==> src/sv/bdp_pkg.sv <==
`timescale 1ns / 1ps
package bdp_pkg;

  localparam int unsigned WORD_W = 64;
  localparam int unsigned MAG_W  = 63;
  localparam int unsigned CNT_W  = 33;
  localparam int unsigned SIZE_W = 32;
  localparam int unsigned BYTE_W = 8;

  typedef enum logic [1:0] {
    OP_CONTROL = 2'd0,
    OP_DIFF    = 2'd1,
    OP_EXTRA   = 2'd2,
    OP_INVALID = 2'd3
  } op_t;

  typedef enum logic [2:0] {
    PH_AWAIT    = 3'd0,
    PH_ADD      = 3'd1,
    PH_COPY     = 3'd2,
    PH_DONE     = 3'd3,
    PH_ERR_ADD  = 3'd4,
    PH_ERR_COPY = 3'd5,
    PH_ERR_BAD  = 3'd6
  } phase_t;

  typedef enum logic [2:0] {
    ST_OK           = 3'd0,
    ST_ADD_OVERRUN  = 3'd1,
    ST_COPY_OVERRUN = 3'd2,
    ST_BAD_ORDER    = 3'd3,
    ST_COMPLETE     = 3'd4
  } status_t;

  typedef enum logic {
    REG_OLD_SIZE = 1'b0,
    REG_NEW_SIZE = 1'b1
  } reg_idx_t;

  typedef struct packed {
    logic [SIZE_W-1:0] old_image_size;
    logic [SIZE_W-1:0] new_image_size;
  } cfg_t;

  typedef struct packed {
    op_t               operation;
    logic [WORD_W-1:0] add_word;
    logic [WORD_W-1:0] copy_word;
    logic [WORD_W-1:0] seek_word;
    logic [BYTE_W-1:0] data_byte;
    logic [BYTE_W-1:0] old_byte;
  } item_t;

  typedef struct packed {
    status_t                  status;
    logic                     out_valid;
    logic [BYTE_W-1:0]        out_byte;
    logic [SIZE_W-1:0]        out_position;
    logic signed [WORD_W-1:0] next_old_address;
  } result_t;

endpackage

==> src/sv/bdp_core.sv <==
`timescale 1ns / 1ps
module bdp_core (
  input  logic             clk,
  input  logic             rst,
  input  logic             accept,
  input  bdp_pkg::item_t   item,
  input  bdp_pkg::cfg_t    cfg,
  output bdp_pkg::result_t result
);
  import bdp_pkg::*;

  phase_t            phase, phase_next, phase_cur;
  logic [CNT_W-1:0]  new_position, new_position_next;
  logic [WORD_W-1:0] old_position, old_position_next;
  logic [CNT_W-1:0]  add_remaining, add_remaining_next;
  logic [CNT_W-1:0]  copy_remaining, copy_remaining_next;
  logic [WORD_W-1:0] seek_pending, seek_pending_next;

  logic [MAG_W-1:0]  am, cm, sm;
  logic              add_neg, copy_neg, seek_neg;
  logic [CNT_W:0]    add_sum;
  logic              add_over;
  logic [CNT_W-1:0]  copy_sat;
  logic [WORD_W-1:0] seek_val;
  logic [CNT_W-1:0]  np_inc, np_eff, cr_eff;
  logic [CNT_W:0]    copy_sum;
  logic              copy_over;
  logic [WORD_W-1:0] old_inc, old_seek, seek_opnd;
  logic              seek_cin;
  logic [CNT_W-1:0]  size_ext;
  logic              old_in_range;
  logic [BYTE_W-1:0] mixed_byte;
  logic              valid;
  logic [BYTE_W-1:0] obyte;
  logic [SIZE_W-1:0] opos;

  // operand decode and shared arithmetic
  always_comb begin
    size_ext  = {1'b0, cfg.new_image_size};
    phase_cur = (phase == PH_AWAIT && new_position >= size_ext) ? PH_DONE : phase;
    am        = item.add_word[MAG_W-1:0];
    cm        = item.copy_word[MAG_W-1:0];
    sm        = item.seek_word[MAG_W-1:0];
    add_neg   = item.add_word[WORD_W-1] && (|am);
    copy_neg  = item.copy_word[WORD_W-1] && (|cm);
    seek_neg  = item.seek_word[WORD_W-1];
    add_sum   = {1'b0, new_position} + {1'b0, am[CNT_W-1:0]};
    add_over  = (|am[MAG_W-1:CNT_W]) || (add_sum > {2'b00, cfg.new_image_size});
    copy_sat  = (|cm[MAG_W-1:CNT_W]) ? {CNT_W{1'b1}} : cm[CNT_W-1:0];
    seek_val  = seek_neg ? (~{1'b0, sm} + 64'd1) : {1'b0, sm};
    np_inc    = new_position + 33'd1;
    np_eff    = (item.operation == OP_DIFF) ? np_inc : new_position;
    cr_eff    = (item.operation == OP_CONTROL) ? copy_sat : copy_remaining;
    copy_sum  = {1'b0, np_eff} + {1'b0, cr_eff};
    copy_over = copy_sum > {2'b00, cfg.new_image_size};
    old_inc   = old_position + 64'd1;
    seek_opnd = (item.operation == OP_CONTROL) ?
                (seek_neg ? ~{1'b0, sm} : {1'b0, sm}) : seek_pending;
    seek_cin  = (item.operation == OP_CONTROL) ? seek_neg : (item.operation == OP_DIFF);
    old_seek  = old_position + seek_opnd + {{(WORD_W-1){1'b0}}, seek_cin};
    old_in_range = (old_position[WORD_W-1:SIZE_W] == '0) &&
                   (old_position[SIZE_W-1:0] < cfg.old_image_size);
    mixed_byte = old_in_range ? (item.data_byte + item.old_byte) : item.data_byte;
  end

  // next state
  always_comb begin
    phase_next          = phase_cur;
    new_position_next   = new_position;
    old_position_next   = old_position;
    add_remaining_next  = add_remaining;
    copy_remaining_next = copy_remaining;
    seek_pending_next   = seek_pending;
    valid               = 1'b0;
    obyte               = '0;
    opos                = '0;
    if (phase_cur == PH_AWAIT || phase_cur == PH_ADD || phase_cur == PH_COPY) begin
      unique case (item.operation)
        OP_CONTROL: begin
          if (phase_cur != PH_AWAIT || add_neg) begin
            phase_next = PH_ERR_BAD;
          end else if (add_over) begin
            phase_next = PH_ERR_ADD;
          end else if (copy_neg) begin
            phase_next = PH_ERR_BAD;
          end else begin
            add_remaining_next  = am[CNT_W-1:0];
            copy_remaining_next = copy_sat;
            seek_pending_next   = seek_val;
            if (|am) begin
              phase_next = PH_ADD;
            end else if (copy_over) begin
              phase_next = PH_ERR_COPY;
            end else if (copy_sat == '0) begin
              old_position_next = old_seek;
              phase_next = (new_position >= size_ext) ? PH_DONE : PH_AWAIT;
            end else begin
              phase_next = PH_COPY;
            end
          end
        end
        OP_DIFF: begin
          if (phase_cur != PH_ADD) begin
            phase_next = PH_ERR_BAD;
          end else begin
            valid              = 1'b1;
            obyte              = mixed_byte;
            opos               = new_position[SIZE_W-1:0];
            new_position_next  = np_inc;
            old_position_next  = old_inc;
            add_remaining_next = add_remaining - 33'd1;
            if (add_remaining == 33'd1) begin
              if (copy_over) begin
                phase_next = PH_ERR_COPY;
              end else if (copy_remaining == '0) begin
                old_position_next = old_seek;
                phase_next = (np_inc >= size_ext) ? PH_DONE : PH_AWAIT;
              end else begin
                phase_next = PH_COPY;
              end
            end
          end
        end
        OP_EXTRA: begin
          if (phase_cur != PH_COPY) begin
            phase_next = PH_ERR_BAD;
          end else begin
            valid               = 1'b1;
            obyte               = item.data_byte;
            opos                = new_position[SIZE_W-1:0];
            new_position_next   = np_inc;
            copy_remaining_next = copy_remaining - 33'd1;
            if (copy_remaining == 33'd1) begin
              old_position_next = old_seek;
              phase_next = (np_inc >= size_ext) ? PH_DONE : PH_AWAIT;
            end
          end
        end
        default: begin
          phase_next = PH_ERR_BAD;
        end
      endcase
    end
  end

  // result fields
  always_comb begin
    result.out_valid        = valid;
    result.out_byte         = obyte;
    result.out_position     = opos;
    result.next_old_address = old_position_next;
    unique case (phase_next)
      PH_DONE:     result.status = ST_COMPLETE;
      PH_ERR_ADD:  result.status = ST_ADD_OVERRUN;
      PH_ERR_COPY: result.status = ST_COPY_OVERRUN;
      PH_ERR_BAD:  result.status = ST_BAD_ORDER;
      default:     result.status = ST_OK;
    endcase
  end

  always_ff @(posedge clk) begin
    if (rst) begin
      phase          <= PH_AWAIT;
      new_position   <= '0;
      old_position   <= '0;
      add_remaining  <= '0;
      copy_remaining <= '0;
      seek_pending   <= '0;
    end else if (accept) begin
      phase          <= phase_next;
      new_position   <= new_position_next;
      old_position   <= old_position_next;
      add_remaining  <= add_remaining_next;
      copy_remaining <= copy_remaining_next;
      seek_pending   <= seek_pending_next;
    end
  end

endmodule

==> src/sv/binary_delta_patch_apply_unit.sv <==
`timescale 1ns / 1ps
// a result appears on the master side in the cycle after its request is taken
// throughput: one request per cycle unless the output stalls; all per-item work sits
// between the state registers and the single output register
// s_tready drops only while a result waits in the output register
// reset (rst, synchronous) clears positions, counters, phase and the output valid,
// and sets old_image_size to 0 and new_image_size to 1
module binary_delta_patch_apply_unit (
  input  logic         clk,
  input  logic         rst,
  input  logic         s_tvalid,
  output logic         s_tready,
  input  logic [207:0] s_tdata,  // add_word, copy_word, seek_word, data_byte, old_byte
  input  logic [1:0]   s_tuser,  // operation
  output logic         m_tvalid,
  input  logic         m_tready,
  output logic [103:0] m_tdata,  // out_byte, out_position, next_old_address
  output logic [3:0]   m_tuser,  // status, out_valid
  input  logic         psel,
  input  logic         penable,
  input  logic         pwrite,
  input  logic [2:0]   paddr,
  input  logic [31:0]  pwdata,
  output logic [31:0]  prdata,
  output logic         pready
);
  import bdp_pkg::*;

  cfg_t     cfg;
  item_t    item;
  result_t  result, result_reg;
  logic     accept;
  logic     m_tvalid_next;
  reg_idx_t reg_idx;

  assign pready  = 1'b1;
  assign reg_idx = reg_idx_t'(paddr[2]);

  always_comb begin
    unique case (reg_idx)
      REG_OLD_SIZE: prdata = cfg.old_image_size;
      REG_NEW_SIZE: prdata = cfg.new_image_size;
      default:      prdata = '0;
    endcase
  end

  always_ff @(posedge clk) begin
    if (rst) begin
      cfg.old_image_size <= 32'd0;
      cfg.new_image_size <= 32'd1;
    end else if (psel && penable && pwrite && pready) begin
      unique case (reg_idx)
        REG_OLD_SIZE: cfg.old_image_size <= pwdata;
        REG_NEW_SIZE: cfg.new_image_size <= pwdata;
        default: ;
      endcase
    end
  end

  always_comb begin
    item.operation = op_t'(s_tuser);
    item.add_word  = s_tdata[63:0];
    item.copy_word = s_tdata[127:64];
    item.seek_word = s_tdata[191:128];
    item.data_byte = s_tdata[199:192];
    item.old_byte  = s_tdata[207:200];
  end

  assign s_tready = !m_tvalid || m_tready;
  assign accept   = s_tvalid && s_tready;

  bdp_core u_core (
    .clk    (clk),
    .rst    (rst),
    .accept (accept),
    .item   (item),
    .cfg    (cfg),
    .result (result)
  );

  always_comb begin
    if (accept) begin
      m_tvalid_next = 1'b1;
    end else if (m_tready) begin
      m_tvalid_next = 1'b0;
    end else begin
      m_tvalid_next = m_tvalid;
    end
  end

  always_ff @(posedge clk) begin
    if (rst) begin
      m_tvalid <= 1'b0;
    end else begin
      m_tvalid <= m_tvalid_next;
    end
  end

  always_ff @(posedge clk) begin
    if (accept) begin
      result_reg <= result;
    end
  end

  assign m_tdata = {result_reg.next_old_address, result_reg.out_position, result_reg.out_byte};
  assign m_tuser = {result_reg.out_valid, result_reg.status};

endmodule

==> config.mk <==
export PLATFORM = sky130hd
export DESIGN_NAME = binary_delta_patch_apply_unit
export DESIGN_NICKNAME = d
export VERILOG_FILES = /design/src/sv/bdp_pkg.sv /design/src/sv/bdp_core.sv /design/src/sv/binary_delta_patch_apply_unit.sv
export SDC_FILE = /design/constraint.sdc
export NUM_CORES = 2
export LEC_CHECK = 0
export BUFFER_PORTS_ARGS = -buffer_cell sky130_fd_sc_hd__buf_2
export CAP_MARGIN = 10
export CORE_MARGIN = 5
export CORE_UTILIZATION = 61
export DETAILED_ROUTE_END_ITERATION = 6
export HOLD_SLACK_MARGIN = 0.12
export PLACE_DENSITY = 0.83
export SLEW_MARGIN = 5
export SYNTH_ARGS = -nofsm -noshare
export SYNTH_HDL_FRONTEND = slang
export SYNTH_SLANG_ARGS = --single-unit
==> constraint.sdc <==
create_clock -name clk -period 10.47 [get_ports clk]
set_clock_uncertainty 0.15 [all_clocks]
set_input_delay 2.094 -clock clk [delete_from_list [all_inputs] [get_ports clk]]
set_output_delay 2.094 -clock clk [all_outputs]
set_load 0.01 [all_outputs]
# Yosys cells after proc, flatten, opt, wreduce, memory -nomap -nowiden
# Index checks and enable logic that the tools add are counted.
[op_classes]
add_sub_neg = 10
muxes = 65
n_reduce_logical = 34
n_bitwise = 5
order_cmp = 5
eq_ne = 17
[op_table]
columns = ["operator", "n"]
rows = [
  ["$mux W64", 16],
  ["$mux W33", 13],
  ["$pmux W33 S2", 3],
  ["$pmux W64 S3", 1],
  ["$add A64 B1 Y64 const B", 2],
  ["$pmux W32 S2", 2],
  ["$reduce_or A63 Y1", 2],
  ["$add A33 B33 Y34", 2],
  ["$gt A34 B32 Y1", 2],
  ["$eq A33 B1 Y1 const B", 2],
  ["$ge A33 B32 Y1", 2],
  ["$logic_not A33 Y1", 2],
  ["$sub A33 B1 Y33 const B", 2],
  ["$add A64 B1 Y64", 1],
  ["$add A64 B64 Y64", 1],
  ["$mux W32", 2],
  ["$not A63 Y64", 1],
  ["$reduce_or A30 Y1", 2],
  ["$mux W3", 14],
  ["$add A33 B1 Y33 const B", 1],
  ["$logic_not A32 Y1", 1],
  ["$lt A32 B32 Y1", 1],
  ["$mux W8", 3],
  ["$pmux W8 S2", 1],
  ["26 further kinds", 57],
]
[word_totals]
inputBits = 252
elab_cells = 150
register_bits = 403
out_inout_bits = 143

# Depth between registers and ports, before layout
[depth]
ltp_word = 14
depth_mapped = 39

# By module
# A second synthesis with hierarchy kept.
[unflattened]
cells_unflattened = 4437
area_unflattened_um2 = 34774.6
[modules_own_cells]
columns = ["module", "n_inst", "seq_area_each_um2", "cells_per_inst", "area_each_um2"]
rows = [
  ["bdp_core", 1, 4604.4, 4040, 28436.0],
  ["binary_delta_patch_apply_unit", 1, 4544.4, 397, 6338.6],
]

# Worst setup path after synthesis
# Ideal clock, no wire load.
[synth_path]
path_type = "input -> register"
start = "input s_tdata[113]"
end = "register result_reg, in the netlist m_tdata[60] (data pin)"
setup_ps = 267
t_arrival_ps = 8978
setup_slack_ps = 1074
path_stages = 34
cell_sequence = "nor4_1 -> nand2_1 -> or4_1 -> clkbuf_1 -> clkbuf_1 -> o21ai_0 -> o21ai_0 -> fa_1 -> a211oi_1 -> o211ai_1 -> nand4_1 -> a21oi_1 -> a311o_1 -> a21o_1 -> a21o_1 -> a21o_1 -> a31o_2 -> a21o_1 -> a21oi_1 -> xnor2_1 -> ha_1 -> nand4_1 -> nor4_1 -> nand3_1 -> and2_0 -> a221oi_1 -> o211a_1 -> o211ai_1 -> nand2_1 -> buf_2 -> buf_1 -> nor3_1 -> a221oi_1 -> o21ai_0"
[synth_lines]
columns = ["item", "line_no", "source"]
rows = [
  ["from (decl)", "binary_delta_patch_apply_unit.sv:13", "input logic [207:0] s_tdata,"],
  ["to (signal assigned)", "binary_delta_patch_apply_unit.sv:101", "result_reg <= result;"],
  ["to (decl)", "binary_delta_patch_apply_unit.sv:31", "result_t result, result_reg;"],
]

==> impl_metrics.ini <==
[outcome]
outcome = finished, final reports clean

[finish]
drive_gt1_share_pct = 12.3
final_cell_mix = nand2_1 (576), a21oi_1 (466), nor2_1 (418), buf_2 (389), o21ai_0 (325)
final_common_cell = nand2_1
fin_nets = 5280
final_util_pct = 69.0
nFillCells = 4748
instances_no_fill = 5505
area_growth_syn_to_layout_pct = 11.8
stdcell_area_um2 = 38100

[global_route]
use_met1_pct = 47.0
grt_start_max_net_pins = 115
grt_most_used_layer = met2
globalRouteMet3Util_pct = 5.68
grt_use_met2_pct = 60.6
grt_pass1_wl_mm = 181
overflow = 0
grt_use_total_pct = 37.3
antenna_found_initial = 2
grt_pass1_vias = 32800

[clocking]
clkSlewWorstSetupHoldPaths_ps = 60
cts_inserted_buffers = 46
cts_buffer_depth = 3
clkLatencyLatePin_ps = 630
cts-root-buf = clkbuf_16
htreeDepth = 2
cts_sinks = 403
cts_tree = built

[floorplanning]
die_area_um2 = 60600
start_util_pct = 61.7
io_pins = 395
coreArea_um2 = 55200
die-width_um = 246
die_h_um = 246
rows = 86

[synthesis]
synth_nets = 5044
syn_area_um2 = 34000
synth.distinct_cells = 94
yosys_warnings = 0
synthCells = 4482
synth_top_area_cell = dfxtp_1
synth_seq_cells = 403
synth-main-ff-cell = dfxtp_1
synth-edff-count = 108
synthTopCellsByArea = dfxtp_1 (17%), ha_1 (11%), edfxtp_1 (9.5%)
syn_area_per_cell_um2 = 7.59
async_flop_share_pct = 0
synth_top_area_share_pct = 17.3
ys_seq_area_share_pct = 26.9

[routing]
vias = 35600
firstDrtPassIters = 6
antenna_left = 0
routedWlPerCell_um = 21.7
wl_mm = 119
viasPerCell = 6.47
first_iter_violations = 4117
remaining_drc_errors = 0

[power_and_ir_drop]
power.leakage_nw = 15.6
p_per_area_nw_per_um2 = 114
ir_drop_mv = 0.123
power.total_mw = 4.35

[setup_path]
r2r_slack_ps = 1230
critPathLaunch = s_tdata[113]
startpoint_type = input port
rr_worst_depth = 33
cp_max_fo = 11
crit_path_end_kind = flop
crit_top_cell = a21o_1
reg2reg_to = m_tdata[85]
cp.required_ps = 10670
crit_path_max_incr_delay_ps = 630
timing.rr.start = u_core.new_position[0]
crit_slowest_cell = or4_1
cp.arrival_ps = 10100
crit_type = in -> reg
crit_end = m_tdata[73]

[timing]
timing.final.hold_violations = 0
max_freq_mhz = 101
setup_tns_ps = 0
fin_crit_sh_pct = 94.6
hold_ws_ps = 302
timing.final.ws_setup_ps = 562
tightest_slew_ps = 1240
slew_headroom_pct = 17.3
rsz0062_at_grt = false
slew_violations = 0
setup_violations = 0
period_needed_ps = 9910

[placed_design]
pre_cts_ws_ps = -56.2
portBuffers = 391
dpl.hpwl_mm = 90.0
place_area_um2 = 36500
place_congestion = 1.04
placed_cells = 5418

[min_path]
min_path_type = reg -> reg

[flow_run]
drv_cap = 0
-- layout make-up --
type / count / area [um2] / area share, %
Sequential cell: 403 / 9150 / 24.0
Clock inverter: 27 / 343 / 0.901
Inverter: 135 / 512 / 1.34
Tap cell: 748 / 936 / 2.46
Multi-Input combinational cell: 3681 / 23400 / 61.5
Antenna cell: 1 / 2.50 / 0.00657
Clock buffer: 59 / 1260 / 3.31
Timing Repair Buffer: 451 / 2440 / 6.42
-- power by group --
| group | switching (mW) | leakage [nW] | internal [mW] |
|---|---|---|---|
| clock | 0.746 | 0.772 | 1.01 |
| combinational | 0.581 | 11.3 | 0.317 |
| sequential | 0.0471 | 3.48 | 1.65 |
-- metal layers --
| metal | vias to the layer above | wire [um] |
|---|---|---|
| met2 | 2015 | 53600 |
| met3 | 449 | 11500 |
| met5 | - | 8 |
| met4 | 2 | 8700 |
| li1 | 16800 | - |
| met1 | 16400 | 45500 |
-- worst min path at each step --
stage / startpoint / endpoint / depth (start not counted)
finish: cfg[52] / cfg[52] / 2
global route: cfg[39] / cfg[39] / 2
CTS: cfg[52] / cfg[52] / 2
detailed placement: cfg[36] / cfg[36] / 2
global placement: cfg[55] / cfg[55] / 2
floorplan: cfg[33] / cfg[33] / 2
-- state kept, by name, indices dropped and copies added, names as in the netlist --
signal	cells
cfg	64
m_tdata	104
m_tuser	4
m_tvalid	1
u_core.add_remaining	33
u_core.copy_remaining	33
u_core.new_position	33
u_core.old_position	64
u_core.phase	3
u_core.seek_pending	64
-- kinds of logic after synthesis --
kind of cell	synth area share (%)
xor gates and xnor gates	9.08
other	0.0110
DFF	26.9
and+or+nand+nor	22.0
adders and majority gates	11.5
buffers and inverters	4.52
muxes	0.629
AOI/OAI and AO/OA	25.4
-- Yosys cell counts (all sizes together), types with 16 or more instances --
cell	number
a31oi	26
a22oi	29
clkbuf	220
o21a	23
a211oi	108
o21bai	32
o211ai	18
o41ai	16
o21ai	334
a22o	25
a21o	91
or4	18
edfxtp	108
nor2b	22
or3	54
o22ai	31
ha	305
nor4	70
nand4	81
buf	43
or2	23
xnor2	199
nand2	577
inv	134
nand3	104
o31ai	37
nor3	85
and2	55
nand2b	23
xor2	154
dfxtp	295
and3	38
nor2	424
and4	17
mux2i	18
a21oi	466
-- worst max-delay path, delay by kind of cell --
family          cells  cell delay [ps]
compound gates     17             3640
xor+xnor            1              110
fa+ha+maj           3              960
buf+inv             2              290
simple gates       10             2990
-- timing repair --
item,CTS,global route
endpoints found under the setup margin,0,9
gates resized for setup,0,1
setup buffers,0,0
hold buffers,0,0
No activity file was read; power rests on OpenSTA's default activity.
